--- config.mk ---
export PLATFORM = sky130hd
export DESIGN_NAME = rc4_stream_cipher
export DESIGN_NICKNAME = d
export VERILOG_FILES = /design/src/design/rc4sc_pkg.sv /design/src/design/rc4sc_ram.sv /design/src/design/rc4sc_seq.sv /design/src/design/rc4sc_dp.sv /design/src/design/rc4_stream_cipher.sv
export SDC_FILE = /design/constraint.sdc
export NUM_CORES = 2
export LEC_CHECK = 0
export BUFFER_PORTS_ARGS = -buffer_cell sky130_fd_sc_hd__buf_2
export CAP_MARGIN = 10
export CORE_MARGIN = 1
export CORE_UTILIZATION = 34
export DETAILED_ROUTE_END_ITERATION = 6
export HOLD_SLACK_MARGIN = 0.12
export PLACE_DENSITY_LB_ADDON = 0.12
export SYNTH_ARGS = -nofsm -noshare
export SYNTH_HDL_FRONTEND = slang
export SYNTH_HIERARCHICAL = 1
export SYNTH_SLANG_ARGS = --single-unit
--- constraint.sdc ---
create_clock -name clk_i -period 29.1 [get_ports clk_i]
set_clock_uncertainty 0.05 [all_clocks]
set_input_delay 1.455 -clock clk_i [delete_from_list [all_inputs] [get_ports clk_i]]
set_output_delay 1.455 -clock clk_i [all_outputs]
set_load 0.05 [all_outputs]
--- src/design/rc4sc_pkg.sv ---
// ----------------------------------------------------------------------------
// rc4sc_pkg
// Shared constants, control word layout and microcode table for the RC4
// stream cipher sequencer and datapath.
// ----------------------------------------------------------------------------
package rc4sc_pkg;

  // field and store widths
  localparam int ByteW       = 8;
  localparam int SboxDepth   = 256;
  localparam int IdxW        = 8;
  localparam int CfgW        = 64;
  localparam int CfgIdxW     = 3;
  localparam int KeyWords    = 4;
  localparam int KeyBytes    = KeyWords * CfgW / ByteW;
  localparam int KeyIdxW     = $clog2(KeyBytes);
  localparam int KeyLenW     = 6;
  localparam int MaxKeyBytes = 32;
  localparam logic [KeyLenW-1:0] KeyLenReset = KeyLenW'(16);

  // configuration register indexes
  localparam logic [CfgIdxW-1:0] RegKeyWord0 = CfgIdxW'(0);
  localparam logic [CfgIdxW-1:0] RegKeyWord1 = CfgIdxW'(1);
  localparam logic [CfgIdxW-1:0] RegKeyWord2 = CfgIdxW'(2);
  localparam logic [CfgIdxW-1:0] RegKeyWord3 = CfgIdxW'(3);
  localparam logic [CfgIdxW-1:0] RegKeyLen   = CfgIdxW'(4);

  // microprogram addresses
  localparam int UpcW = 5;
  localparam logic [UpcW-1:0] StepIdle     = UpcW'(0);
  localparam logic [UpcW-1:0] StepDispatch = UpcW'(1);
  localparam logic [UpcW-1:0] StepFill     = UpcW'(2);
  localparam logic [UpcW-1:0] StepKsaRdK   = UpcW'(3);
  localparam logic [UpcW-1:0] StepKsaMix   = UpcW'(4);
  localparam logic [UpcW-1:0] StepKsaRdJ   = UpcW'(5);
  localparam logic [UpcW-1:0] StepKsaWrJ   = UpcW'(6);
  localparam logic [UpcW-1:0] StepKsaWrK   = UpcW'(7);
  localparam logic [UpcW-1:0] StepKsaEnd   = UpcW'(8);
  localparam logic [UpcW-1:0] StepGenInc   = UpcW'(9);
  localparam logic [UpcW-1:0] StepGenRdI   = UpcW'(10);
  localparam logic [UpcW-1:0] StepGenMix   = UpcW'(11);
  localparam logic [UpcW-1:0] StepGenRdJ   = UpcW'(12);
  localparam logic [UpcW-1:0] StepGenWrJ   = UpcW'(13);
  localparam logic [UpcW-1:0] StepGenWrI   = UpcW'(14);
  localparam logic [UpcW-1:0] StepGenRdKs  = UpcW'(15);
  localparam logic [UpcW-1:0] StepGenEmit  = UpcW'(16);

  typedef enum logic [1:0] {StNone, StItem, StOut} stall_e;
  typedef enum logic [1:0] {JmpNext, JmpAlways, JmpKeyed, JmpNotKLast} jump_e;
  typedef enum logic [1:0] {RaK, RaJ, RaI, RaSum} raddr_e;
  typedef enum logic [1:0] {WaK, WaJ, WaI} waddr_e;
  typedef enum logic [1:0] {WdK, WdSi, WdSj} wdata_e;
  typedef enum logic [1:0] {IHold, IInc, IClr} iop_e;
  typedef enum logic [1:0] {JHold, JClr, JAdd, JAddKey} jop_e;

  // one control word per microprogram step
  typedef struct packed {
    logic            accept;
    logic            emit;
    stall_e          stall_sel;
    jump_e           jump_sel;
    logic [UpcW-1:0] target;
    raddr_e          raddr_sel;
    logic            we;
    waddr_e          waddr_sel;
    wdata_e          wdata_sel;
    iop_e            i_op;
    jop_e            j_op;
    logic            k_inc;
    logic            pos_clr;
    logic            pos_inc;
    logic            ld_si;
    logic            ld_sj;
    logic            set_keyed;
  } ctrl_t;

  // datapath conditions seen by the sequencer
  typedef struct packed {
    logic item_valid;
    logic out_free;
    logic keyed;
    logic k_last;
  } flags_t;

  // microcode table
  function automatic ctrl_t ucode(logic [UpcW-1:0] upc);
    ctrl_t cw;
    cw = '0;
    case (upc)
      // wait for an item, then pick schedule or generator
      StepIdle: begin
        cw.accept    = 1'b1;
        cw.stall_sel = StItem;
      end
      StepDispatch: begin
        cw.jump_sel = JmpKeyed;
        cw.target   = StepGenInc;
      end
      // identity fill, k wraps back to zero
      StepFill: begin
        cw.we        = 1'b1;
        cw.waddr_sel = WaK;
        cw.wdata_sel = WdK;
        cw.k_inc     = 1'b1;
        cw.j_op      = JClr;
        cw.pos_clr   = 1'b1;
        cw.jump_sel  = JmpNotKLast;
        cw.target    = StepFill;
      end
      // key schedule loop
      StepKsaRdK: begin
        cw.raddr_sel = RaK;
      end
      StepKsaMix: begin
        cw.ld_si = 1'b1;
        cw.j_op  = JAddKey;
      end
      StepKsaRdJ: begin
        cw.raddr_sel = RaJ;
      end
      StepKsaWrJ: begin
        cw.ld_sj     = 1'b1;
        cw.we        = 1'b1;
        cw.waddr_sel = WaJ;
        cw.wdata_sel = WdSi;
      end
      StepKsaWrK: begin
        cw.we        = 1'b1;
        cw.waddr_sel = WaK;
        cw.wdata_sel = WdSj;
        cw.k_inc     = 1'b1;
        cw.pos_inc   = 1'b1;
        cw.jump_sel  = JmpNotKLast;
        cw.target    = StepKsaRdK;
      end
      StepKsaEnd: begin
        cw.i_op      = IClr;
        cw.j_op      = JClr;
        cw.set_keyed = 1'b1;
      end
      // output generator
      StepGenInc: begin
        cw.i_op = IInc;
      end
      StepGenRdI: begin
        cw.raddr_sel = RaI;
      end
      StepGenMix: begin
        cw.ld_si = 1'b1;
        cw.j_op  = JAdd;
      end
      StepGenRdJ: begin
        cw.raddr_sel = RaJ;
      end
      StepGenWrJ: begin
        cw.ld_sj     = 1'b1;
        cw.we        = 1'b1;
        cw.waddr_sel = WaJ;
        cw.wdata_sel = WdSi;
      end
      StepGenWrI: begin
        cw.we        = 1'b1;
        cw.waddr_sel = WaI;
        cw.wdata_sel = WdSj;
      end
      StepGenRdKs: begin
        cw.raddr_sel = RaSum;
      end
      StepGenEmit: begin
        cw.raddr_sel = RaSum;
        cw.emit      = 1'b1;
        cw.stall_sel = StOut;
        cw.jump_sel  = JmpAlways;
        cw.target    = StepIdle;
      end
      default: begin
        cw.jump_sel = JmpAlways;
        cw.target   = StepIdle;
      end
    endcase
    return cw;
  endfunction

endpackage

--- src/design/rc4sc_ram.sv ---
// ----------------------------------------------------------------------------
// rc4sc_ram
// Generic single write, single read RAM with registered read data.
// ----------------------------------------------------------------------------
module rc4sc_ram #(
  parameter int Width = 8,
  parameter int Depth = 256
) (
  input  logic                     clk_i,
  input  logic                     we_i,
  input  logic [$clog2(Depth)-1:0] waddr_i,
  input  logic [Width-1:0]         wdata_i,
  input  logic [$clog2(Depth)-1:0] raddr_i,
  output logic [Width-1:0]         rdata_o
);

  logic [Width-1:0] mem_q [Depth];

  // write port
  always_ff @(posedge clk_i) begin
    if (we_i) begin
      mem_q[waddr_i] <= wdata_i;
    end
  end

  // registered read port
  always_ff @(posedge clk_i) begin
    rdata_o <= mem_q[raddr_i];
  end

endmodule

--- src/design/rc4sc_seq.sv ---
// ----------------------------------------------------------------------------
// rc4sc_seq
// Microprogram sequencer: step counter, control table lookup, stall and
// conditional jump handling.
// ----------------------------------------------------------------------------
module rc4sc_seq (
  input  logic                   clk_i,
  input  logic                   rst_ni,
  input  rc4sc_pkg::flags_t      flags_i,
  output rc4sc_pkg::ctrl_t       cw_o,
  output logic [rc4sc_pkg::UpcW-1:0] upc_o
);

  logic [rc4sc_pkg::UpcW-1:0] upc_q, upc_d, upc_next;
  logic                       stall;
  rc4sc_pkg::ctrl_t           cw;

  // control word of the current step
  assign cw = rc4sc_pkg::ucode(upc_q);

  // hold while waiting on a channel
  always_comb begin
    case (cw.stall_sel)
      rc4sc_pkg::StItem: stall = ~flags_i.item_valid;
      rc4sc_pkg::StOut:  stall = ~flags_i.out_free;
      default:           stall = 1'b0;
    endcase
  end

  // next step
  assign upc_next = upc_q + rc4sc_pkg::UpcW'(1);

  always_comb begin
    case (cw.jump_sel)
      rc4sc_pkg::JmpAlways:   upc_d = cw.target;
      rc4sc_pkg::JmpKeyed:    upc_d = flags_i.keyed ? cw.target : upc_next;
      rc4sc_pkg::JmpNotKLast: upc_d = flags_i.k_last ? upc_next : cw.target;
      default:                upc_d = upc_next;
    endcase
    if (stall) begin
      upc_d = upc_q;
    end
  end

  always_ff @(posedge clk_i or negedge rst_ni) begin
    if (!rst_ni) begin
      upc_q <= rc4sc_pkg::StepIdle;
    end else begin
      upc_q <= upc_d;
    end
  end

  assign cw_o  = cw;
  assign upc_o = upc_q;

endmodule

--- src/design/rc4sc_dp.sv ---
// ----------------------------------------------------------------------------
// rc4sc_dp
// Datapath: indices, swap registers, key byte selection, input holding
// register and output register, driven by the sequencer's control word.
// ----------------------------------------------------------------------------
module rc4sc_dp #(
  parameter int MAX_KEY_BYTES = rc4sc_pkg::MaxKeyBytes
) (
  input  logic                                         clk_i,
  input  logic                                         rst_ni,
  input  rc4sc_pkg::ctrl_t                             cw_i,
  output rc4sc_pkg::flags_t                            flags_o,
  // key material
  input  logic [rc4sc_pkg::KeyWords-1:0][rc4sc_pkg::CfgW-1:0] key_words_i,
  input  logic [rc4sc_pkg::KeyLenW-1:0]                key_len_i,
  // permutation store
  output logic                                         ram_we_o,
  output logic [rc4sc_pkg::IdxW-1:0]                   ram_waddr_o,
  output logic [rc4sc_pkg::ByteW-1:0]                  ram_wdata_o,
  output logic [rc4sc_pkg::IdxW-1:0]                   ram_raddr_o,
  input  logic [rc4sc_pkg::ByteW-1:0]                  ram_rdata_i,
  // item channels
  input  logic                                         in_valid_i,
  output logic                                         in_ready_o,
  input  logic [rc4sc_pkg::ByteW-1:0]                  data_byte_i,
  input  logic                                         last_byte_i,
  output logic                                         out_valid_o,
  input  logic                                         out_ready_i,
  output logic [rc4sc_pkg::ByteW-1:0]                  result_byte_o,
  output logic                                         last_out_o
);

  localparam int PosW = (MAX_KEY_BYTES > 1) ? $clog2(MAX_KEY_BYTES) : 1;
  localparam logic [rc4sc_pkg::KeyLenW-1:0] MaxLen = rc4sc_pkg::KeyLenW'(MAX_KEY_BYTES);
  localparam logic [rc4sc_pkg::IdxW-1:0] LastIdx = rc4sc_pkg::IdxW'(rc4sc_pkg::SboxDepth - 1);

  logic [rc4sc_pkg::IdxW-1:0]  i_q, i_d, j_q, j_d, k_q, k_d;
  logic [PosW-1:0]             pos_q, pos_d;
  logic                        keyed_q, keyed_d;
  logic                        out_valid_q, out_valid_d;
  logic [rc4sc_pkg::ByteW-1:0] si_q, sj_q, data_q, result_q;
  logic                        last_q, last_out_q;
  logic                        accept, out_free, fire;
  logic [rc4sc_pkg::KeyBytes-1:0][rc4sc_pkg::ByteW-1:0] key_bytes;
  logic [rc4sc_pkg::ByteW-1:0] key_byte;
  logic [rc4sc_pkg::KeyLenW-1:0] len_eff, pos_p1;

  // handshakes
  assign in_ready_o = cw_i.accept;
  assign accept     = cw_i.accept & in_valid_i;
  assign out_free   = ~out_valid_q | out_ready_i;
  assign fire       = cw_i.emit & out_free;

  assign flags_o.item_valid = in_valid_i;
  assign flags_o.out_free   = out_free;
  assign flags_o.keyed      = keyed_q;
  assign flags_o.k_last     = (k_q == LastIdx);

  // key byte at the current key position
  assign key_bytes = key_words_i;
  assign key_byte  = key_bytes[rc4sc_pkg::KeyIdxW'(pos_q)];

  // effective key length, zero treated as one, clamped to the maximum
  always_comb begin
    if (key_len_i == '0) begin
      len_eff = rc4sc_pkg::KeyLenW'(1);
    end else if (key_len_i > MaxLen) begin
      len_eff = MaxLen;
    end else begin
      len_eff = key_len_i;
    end
  end

  // key position wraps at the key length
  assign pos_p1 = rc4sc_pkg::KeyLenW'(pos_q) + rc4sc_pkg::KeyLenW'(1);

  always_comb begin
    pos_d = pos_q;
    if (cw_i.pos_clr) begin
      pos_d = '0;
    end else if (cw_i.pos_inc) begin
      pos_d = (pos_p1 >= len_eff) ? '0 : PosW'(pos_p1);
    end
  end

  // index updates
  always_comb begin
    case (cw_i.i_op)
      rc4sc_pkg::IInc: i_d = i_q + rc4sc_pkg::IdxW'(1);
      rc4sc_pkg::IClr: i_d = '0;
      default:         i_d = i_q;
    endcase
  end

  always_comb begin
    case (cw_i.j_op)
      rc4sc_pkg::JClr:    j_d = '0;
      rc4sc_pkg::JAdd:    j_d = j_q + ram_rdata_i;
      rc4sc_pkg::JAddKey: j_d = j_q + ram_rdata_i + key_byte;
      default:            j_d = j_q;
    endcase
  end

  assign k_d = cw_i.k_inc ? k_q + rc4sc_pkg::IdxW'(1) : k_q;

  // keyed flag, set after the key schedule and cleared again after a last item
  always_comb begin
    keyed_d = keyed_q;
    if (cw_i.set_keyed) begin
      keyed_d = 1'b1;
    end else if (fire) begin
      keyed_d = ~last_q;
    end
  end

  // output register
  always_comb begin
    out_valid_d = out_valid_q;
    if (fire) begin
      out_valid_d = 1'b1;
    end else if (out_ready_i) begin
      out_valid_d = 1'b0;
    end
  end

  always_ff @(posedge clk_i or negedge rst_ni) begin
    if (!rst_ni) begin
      i_q         <= '0;
      j_q         <= '0;
      k_q         <= '0;
      pos_q       <= '0;
      keyed_q     <= 1'b0;
      out_valid_q <= 1'b0;
    end else begin
      i_q         <= i_d;
      j_q         <= j_d;
      k_q         <= k_d;
      pos_q       <= pos_d;
      keyed_q     <= keyed_d;
      out_valid_q <= out_valid_d;
    end
  end

  // payload registers
  always_ff @(posedge clk_i) begin
    if (accept) begin
      data_q <= data_byte_i;
      last_q <= last_byte_i;
    end
    if (cw_i.ld_si) begin
      si_q <= ram_rdata_i;
    end
    if (cw_i.ld_sj) begin
      sj_q <= ram_rdata_i;
    end
    if (fire) begin
      result_q   <= data_q ^ ram_rdata_i;
      last_out_q <= last_q;
    end
  end

  // permutation store addressing
  always_comb begin
    case (cw_i.raddr_sel)
      rc4sc_pkg::RaJ:   ram_raddr_o = j_q;
      rc4sc_pkg::RaI:   ram_raddr_o = i_q;
      rc4sc_pkg::RaSum: ram_raddr_o = si_q + sj_q;
      default:          ram_raddr_o = k_q;
    endcase
  end

  always_comb begin
    case (cw_i.waddr_sel)
      rc4sc_pkg::WaJ: ram_waddr_o = j_q;
      rc4sc_pkg::WaI: ram_waddr_o = i_q;
      default:        ram_waddr_o = k_q;
    endcase
  end

  always_comb begin
    case (cw_i.wdata_sel)
      rc4sc_pkg::WdSi: ram_wdata_o = si_q;
      rc4sc_pkg::WdSj: ram_wdata_o = sj_q;
      default:         ram_wdata_o = k_q;
    endcase
  end

  assign ram_we_o = cw_i.we;

  assign out_valid_o   = out_valid_q;
  assign result_byte_o = result_q;
  assign last_out_o    = last_out_q;

endmodule

--- src/design/rc4_stream_cipher.sv ---
// ----------------------------------------------------------------------------
// rc4_stream_cipher
// RC4 stream cipher, one data byte in and one result byte out per item.
// ----------------------------------------------------------------------------
// Each item is XORed with the next RC4 keystream byte. From one acceptance
// to the next, a keyed item goes at best through idle, dispatch and eight
// generator steps, set by the single read and single write port of the
// 256-byte permutation RAM that every dependent access goes through. The
// first item of a message, and the first after reset, additionally runs
// the key schedule first: identity fill, then 256 mixing rounds that each
// read S[k], update j, read S[j] and write S[j] and S[k], then a closing
// step. A finished result waits in the output register while the next
// item is taken in; the block only stalls at the emit step while that
// register is still full. Key registers are sampled by the next key
// schedule, so key changes apply from the next message on. Key length 0
// acts as 1 and lengths above MAX_KEY_BYTES act as MAX_KEY_BYTES.
// ----------------------------------------------------------------------------
module rc4_stream_cipher #(
  parameter int MAX_KEY_BYTES = rc4sc_pkg::MaxKeyBytes
) (
  input  logic                             clk_i,
  input  logic                             rst_ni,
  // input items
  input  logic                             in_valid_i,
  output logic                             in_ready_o,
  input  logic [rc4sc_pkg::ByteW-1:0]      data_byte_i,
  input  logic                             last_byte_i,
  // result items
  output logic                             out_valid_o,
  input  logic                             out_ready_i,
  output logic [rc4sc_pkg::ByteW-1:0]      result_byte_o,
  output logic                             last_out_o,
  // configuration writes
  input  logic                             cfg_we_i,
  input  logic [rc4sc_pkg::CfgIdxW-1:0]    cfg_index_i,
  input  logic [rc4sc_pkg::CfgW-1:0]       cfg_wdata_i
);

  logic [rc4sc_pkg::KeyWords-1:0][rc4sc_pkg::CfgW-1:0] key_words_q;
  logic [rc4sc_pkg::KeyLenW-1:0]  key_len_q;
  rc4sc_pkg::ctrl_t               cw;
  rc4sc_pkg::flags_t              flags;
  logic [rc4sc_pkg::UpcW-1:0]     upc;
  logic                           ram_we;
  logic [rc4sc_pkg::IdxW-1:0]     ram_waddr, ram_raddr;
  logic [rc4sc_pkg::ByteW-1:0]    ram_wdata, ram_rdata;

  // configuration registers, unknown indexes ignored
  always_ff @(posedge clk_i or negedge rst_ni) begin
    if (!rst_ni) begin
      key_words_q <= '0;
      key_len_q   <= rc4sc_pkg::KeyLenReset;
    end else if (cfg_we_i) begin
      case (cfg_index_i)
        rc4sc_pkg::RegKeyWord0: key_words_q[0] <= cfg_wdata_i;
        rc4sc_pkg::RegKeyWord1: key_words_q[1] <= cfg_wdata_i;
        rc4sc_pkg::RegKeyWord2: key_words_q[2] <= cfg_wdata_i;
        rc4sc_pkg::RegKeyWord3: key_words_q[3] <= cfg_wdata_i;
        rc4sc_pkg::RegKeyLen:   key_len_q <= cfg_wdata_i[rc4sc_pkg::KeyLenW-1:0];
        default: ;
      endcase
    end
  end

  // sequencer
  rc4sc_seq u_seq (
    .clk_i   (clk_i),
    .rst_ni  (rst_ni),
    .flags_i (flags),
    .cw_o    (cw),
    .upc_o   (upc)
  );

  // datapath
  rc4sc_dp #(
    .MAX_KEY_BYTES (MAX_KEY_BYTES)
  ) u_dp (
    .clk_i         (clk_i),
    .rst_ni        (rst_ni),
    .cw_i          (cw),
    .flags_o       (flags),
    .key_words_i   (key_words_q),
    .key_len_i     (key_len_q),
    .ram_we_o      (ram_we),
    .ram_waddr_o   (ram_waddr),
    .ram_wdata_o   (ram_wdata),
    .ram_raddr_o   (ram_raddr),
    .ram_rdata_i   (ram_rdata),
    .in_valid_i    (in_valid_i),
    .in_ready_o    (in_ready_o),
    .data_byte_i   (data_byte_i),
    .last_byte_i   (last_byte_i),
    .out_valid_o   (out_valid_o),
    .out_ready_i   (out_ready_i),
    .result_byte_o (result_byte_o),
    .last_out_o    (last_out_o)
  );

  // permutation store
  rc4sc_ram #(
    .Width (rc4sc_pkg::ByteW),
    .Depth (rc4sc_pkg::SboxDepth)
  ) u_sbox (
    .clk_i   (clk_i),
    .we_i    (ram_we),
    .waddr_i (ram_waddr),
    .wdata_i (ram_wdata),
    .raddr_i (ram_raddr),
    .rdata_o (ram_rdata)
  );

  // an accepted item always moves on to dispatch
  assert property (@(posedge clk_i) disable iff (!rst_ni)
    (in_valid_i && in_ready_o) |=> (upc == rc4sc_pkg::StepDispatch))
    else $error("accepted item did not reach dispatch");

  // results only appear from the emit step
  assert property (@(posedge clk_i) disable iff (!rst_ni)
    $rose(out_valid_o) |-> $past(upc == rc4sc_pkg::StepGenEmit))
    else $error("result raised outside the emit step");

  // no store writes while waiting for an item
  assert property (@(posedge clk_i) disable iff (!rst_ni)
    in_ready_o |-> !ram_we)
    else $error("permutation written while idle");

  // emit step holds while the output register is full
  assert property (@(posedge clk_i) disable iff (!rst_ni)
    (upc == rc4sc_pkg::StepGenEmit && out_valid_o && !out_ready_i)
      |=> (upc == rc4sc_pkg::StepGenEmit))
    else $error("emit step left with output still full");

endmodule

==> out/metrics.cfg <==
[final_layout]
layout-drive-gt1-share=0.263
area_delta_synth_final_pct=13.1
final_area_um2=110000
nets=5286

[clock_network]
worstSkewPairLatency_ns=0.89
ctsHoldBuffers=0
root_buffer=clkbuf_16
clk_pin_slew_worst_paths_ns=0.06
tritoncts=done
clockBufferDepth=4
postCtsResizedCells=0
cts_made_buffers=271
cts_setup_buffers=0
cts_sinks=2388
h-tree-depth=5

[critical_path]
cp.arrival_ns=8.36
cp_slowest_cell=mux4_4
path_class=reg2reg
critical_path_required_ns=29.77
crit_path_end_kind=flop
path_cells=inv_1 -> ha_1 -> nor3b_1 -> a21oi_1 -> o21bai_1 -> mux4_4 -> buf_4 -> buf_4 -> buf_4 -> mux4_2 -> a22o_1 -> a221oi_1 -> o32ai_1 -> nor3_1 -> nor4_1
critPathMaxStageDelay_ns=0.91
startpoint_type=flop
cp_max_fo=53
crit_top_cell=buf_4

[sta]
slew_violations=0
timing.final.crit_share=0.264
worst_pin_slew_ns=1.24
setup_violations=0
finalHoldViolCount=0
fin_crit_ns=7.68
hold-worst-slack_ns=0.431
slew_headroom=0.172
tns_ns=0
finalWorstSetupSlack_ns=21.42
rsz0062_at_grt=false
max_freq_ghz=0.130

[global_routing]
grt.busiest_layer=met2
gr-usage-met1=0.269
grt_util_all_layers=0.187
grt_pass1_wl_um=390000
grt_util_met3=0.0230
grt_max_degree=224
grt_util_met2=0.303
grt_pass1_vias=50700
antenna_found_initial=15
grt.overflow.total=0

[die]
fp.dieH_um=537
dieArea_um2=288000
ioPinCount=92
core_um2=285000
placementRows=196
die_w_um=537
initial_core_util=0.341

[status]
status=complete, no violations

[drt]
via_count=49100
postRouteAntennaNets=0
drt_drc_violations_left=0
viasPerCell=5.38
wire_per_inst_um=29.7
wl_um=271000
dr.pass1.iters=7
drtIter0Drc=4253

[synthesis]
syn_area_per_cell_um2=19.5
syn_inst=4991
syn_nets=5115
netlist_area_um2=97300
ys_warn_count=6

[place]
routabilityCongestion=0.784
dp_hpwl_um=164000
place_area_um2=102000
dp_slack_ns=21.19
io_buffers=91

[power]
p_leak_nw=33.9
finalPower_mw=10.5
ir_drop_uv=96.4
p_per_area_nw_per_um2=94.9

[min_path]
min_path_type=reg2reg

[run]
maxCapViolCount=0

==> sequential cells by signal, summed over array words and instances (netlist names), 5 cells and up <==
register / flops
u_dp/sj_q: 8
u_dp/pos_q: 5
u_sbox/rdata_o: 8
u_dp/j_q: 8
u_dp/i_q: 8
u_dp/k_q: 8
u_sbox/mem_q: 2048
key_words_q: 256
u_seq/upc_o: 5
u_dp/si_q: 8
u_dp/result_byte_o: 8
key_len_q: 6
u_dp/data_q: 8
==> report_power, final <==
part	internal [mW]	total [mW]	switching, mW	leakage, nW
sequential	4.09	4.20	0.111	21.0
combinational	1.11	2.92	1.82	8.81
clock	1.94	3.33	1.39	4.15
total	7.13	10.5	3.32	33.9
==> cell usage in the layout, fill, tap and decap left out, types with 19 or more instances in the layout <==
cell type and count:
edfxtp_1 2082, mux4_2 497, nor2_1 336, dfrtp_1 295, clkbuf_16 273, mux2i_1 190
mux2_4 181, a22oi_1 150, buf_4 117, a21oi_1 111, nand2_1 94, buf_2 90
mux2_2 85, o221ai_1 82, clkbuf_1 66, clkinv_1 53, o21ai_0 44, ha_1 40
nand3_1 38, clkinv_2 36, nor2b_1 34, o22ai_1 34, nor3_1 32, inv_1 26
bufinv_16 21, nor4_1 21, xor2_1 20, xnor2_1 19, a211oi_1 19
==> through the flow <==
stage,cells,util
after detailed placement,8651,0.356
after floorplan,4991,-
final,9134,0.386
after global routing,9133,0.386
after global placement,8650,0.356
after CTS,9131,0.386
==> layer usage <==
layer,share of wire,wire [µm],vias up
li1,-,-,20700
met1,0.46,124000,26800
met2,0.48,129000,1249
met3,0.043,11700,358
met4,0.022,6000,2
met5,0.000048,13,-
==> worst max-delay path, delay by kind of cell, from the launching register on <==
| family | cells | cell delay [ns] |
|---|---|---|
| buf+inv | 4 | 2.29 |
| fa+ha+maj | 1 | 0.31 |
| mux | 2 | 1.32 |
| compound gates | 5 | 1.92 |
| simple gates | 3 | 1.14 |
| flops | 1 | 0.41 |
==> area by class of cell <==
class / count / area (µm²)
diodes: 3 / 7.51
clock buffers: 345 / 7160
clock inverters: 135 / 1340
fillers: 25800 / 175000
inverters: 29 / 109
multi-input cells: 2256 / 25100
flip-flops and latches: 2388 / 70100
well taps: 3762 / 4710
repair buffers: 216 / 1500
==> final timing paths <==
path	startpoint	end	slack (ns)	cells after the start
max	u_seq/upc_o[0]$_DFFE_PN0N_	u_sbox/rdata_o[5]$_DFF_P_	21.42	15
min	u_dp/last_q$_DFFE_PP_	u_dp/last_out_o$_DFFE_PP_	0.43	0
max reg2reg	u_seq/upc_o[0]$_DFFE_PN0N_	u_sbox/rdata_o[5]$_DFF_P_	21.42	15
min reg2reg	u_dp/last_q$_DFFE_PP_	u_dp/last_out_o$_DFFE_PP_	0.43	0
max in group asynchronous	rst_ni	u_dp/pos_q[0]$_DFFE_PN0P_	25.96	3
min in group asynchronous	rst_ni	key_words_q[169]$_DFFE_PN0P_	0.63	1
No activity file was read; power rests on OpenSTA's default activity.
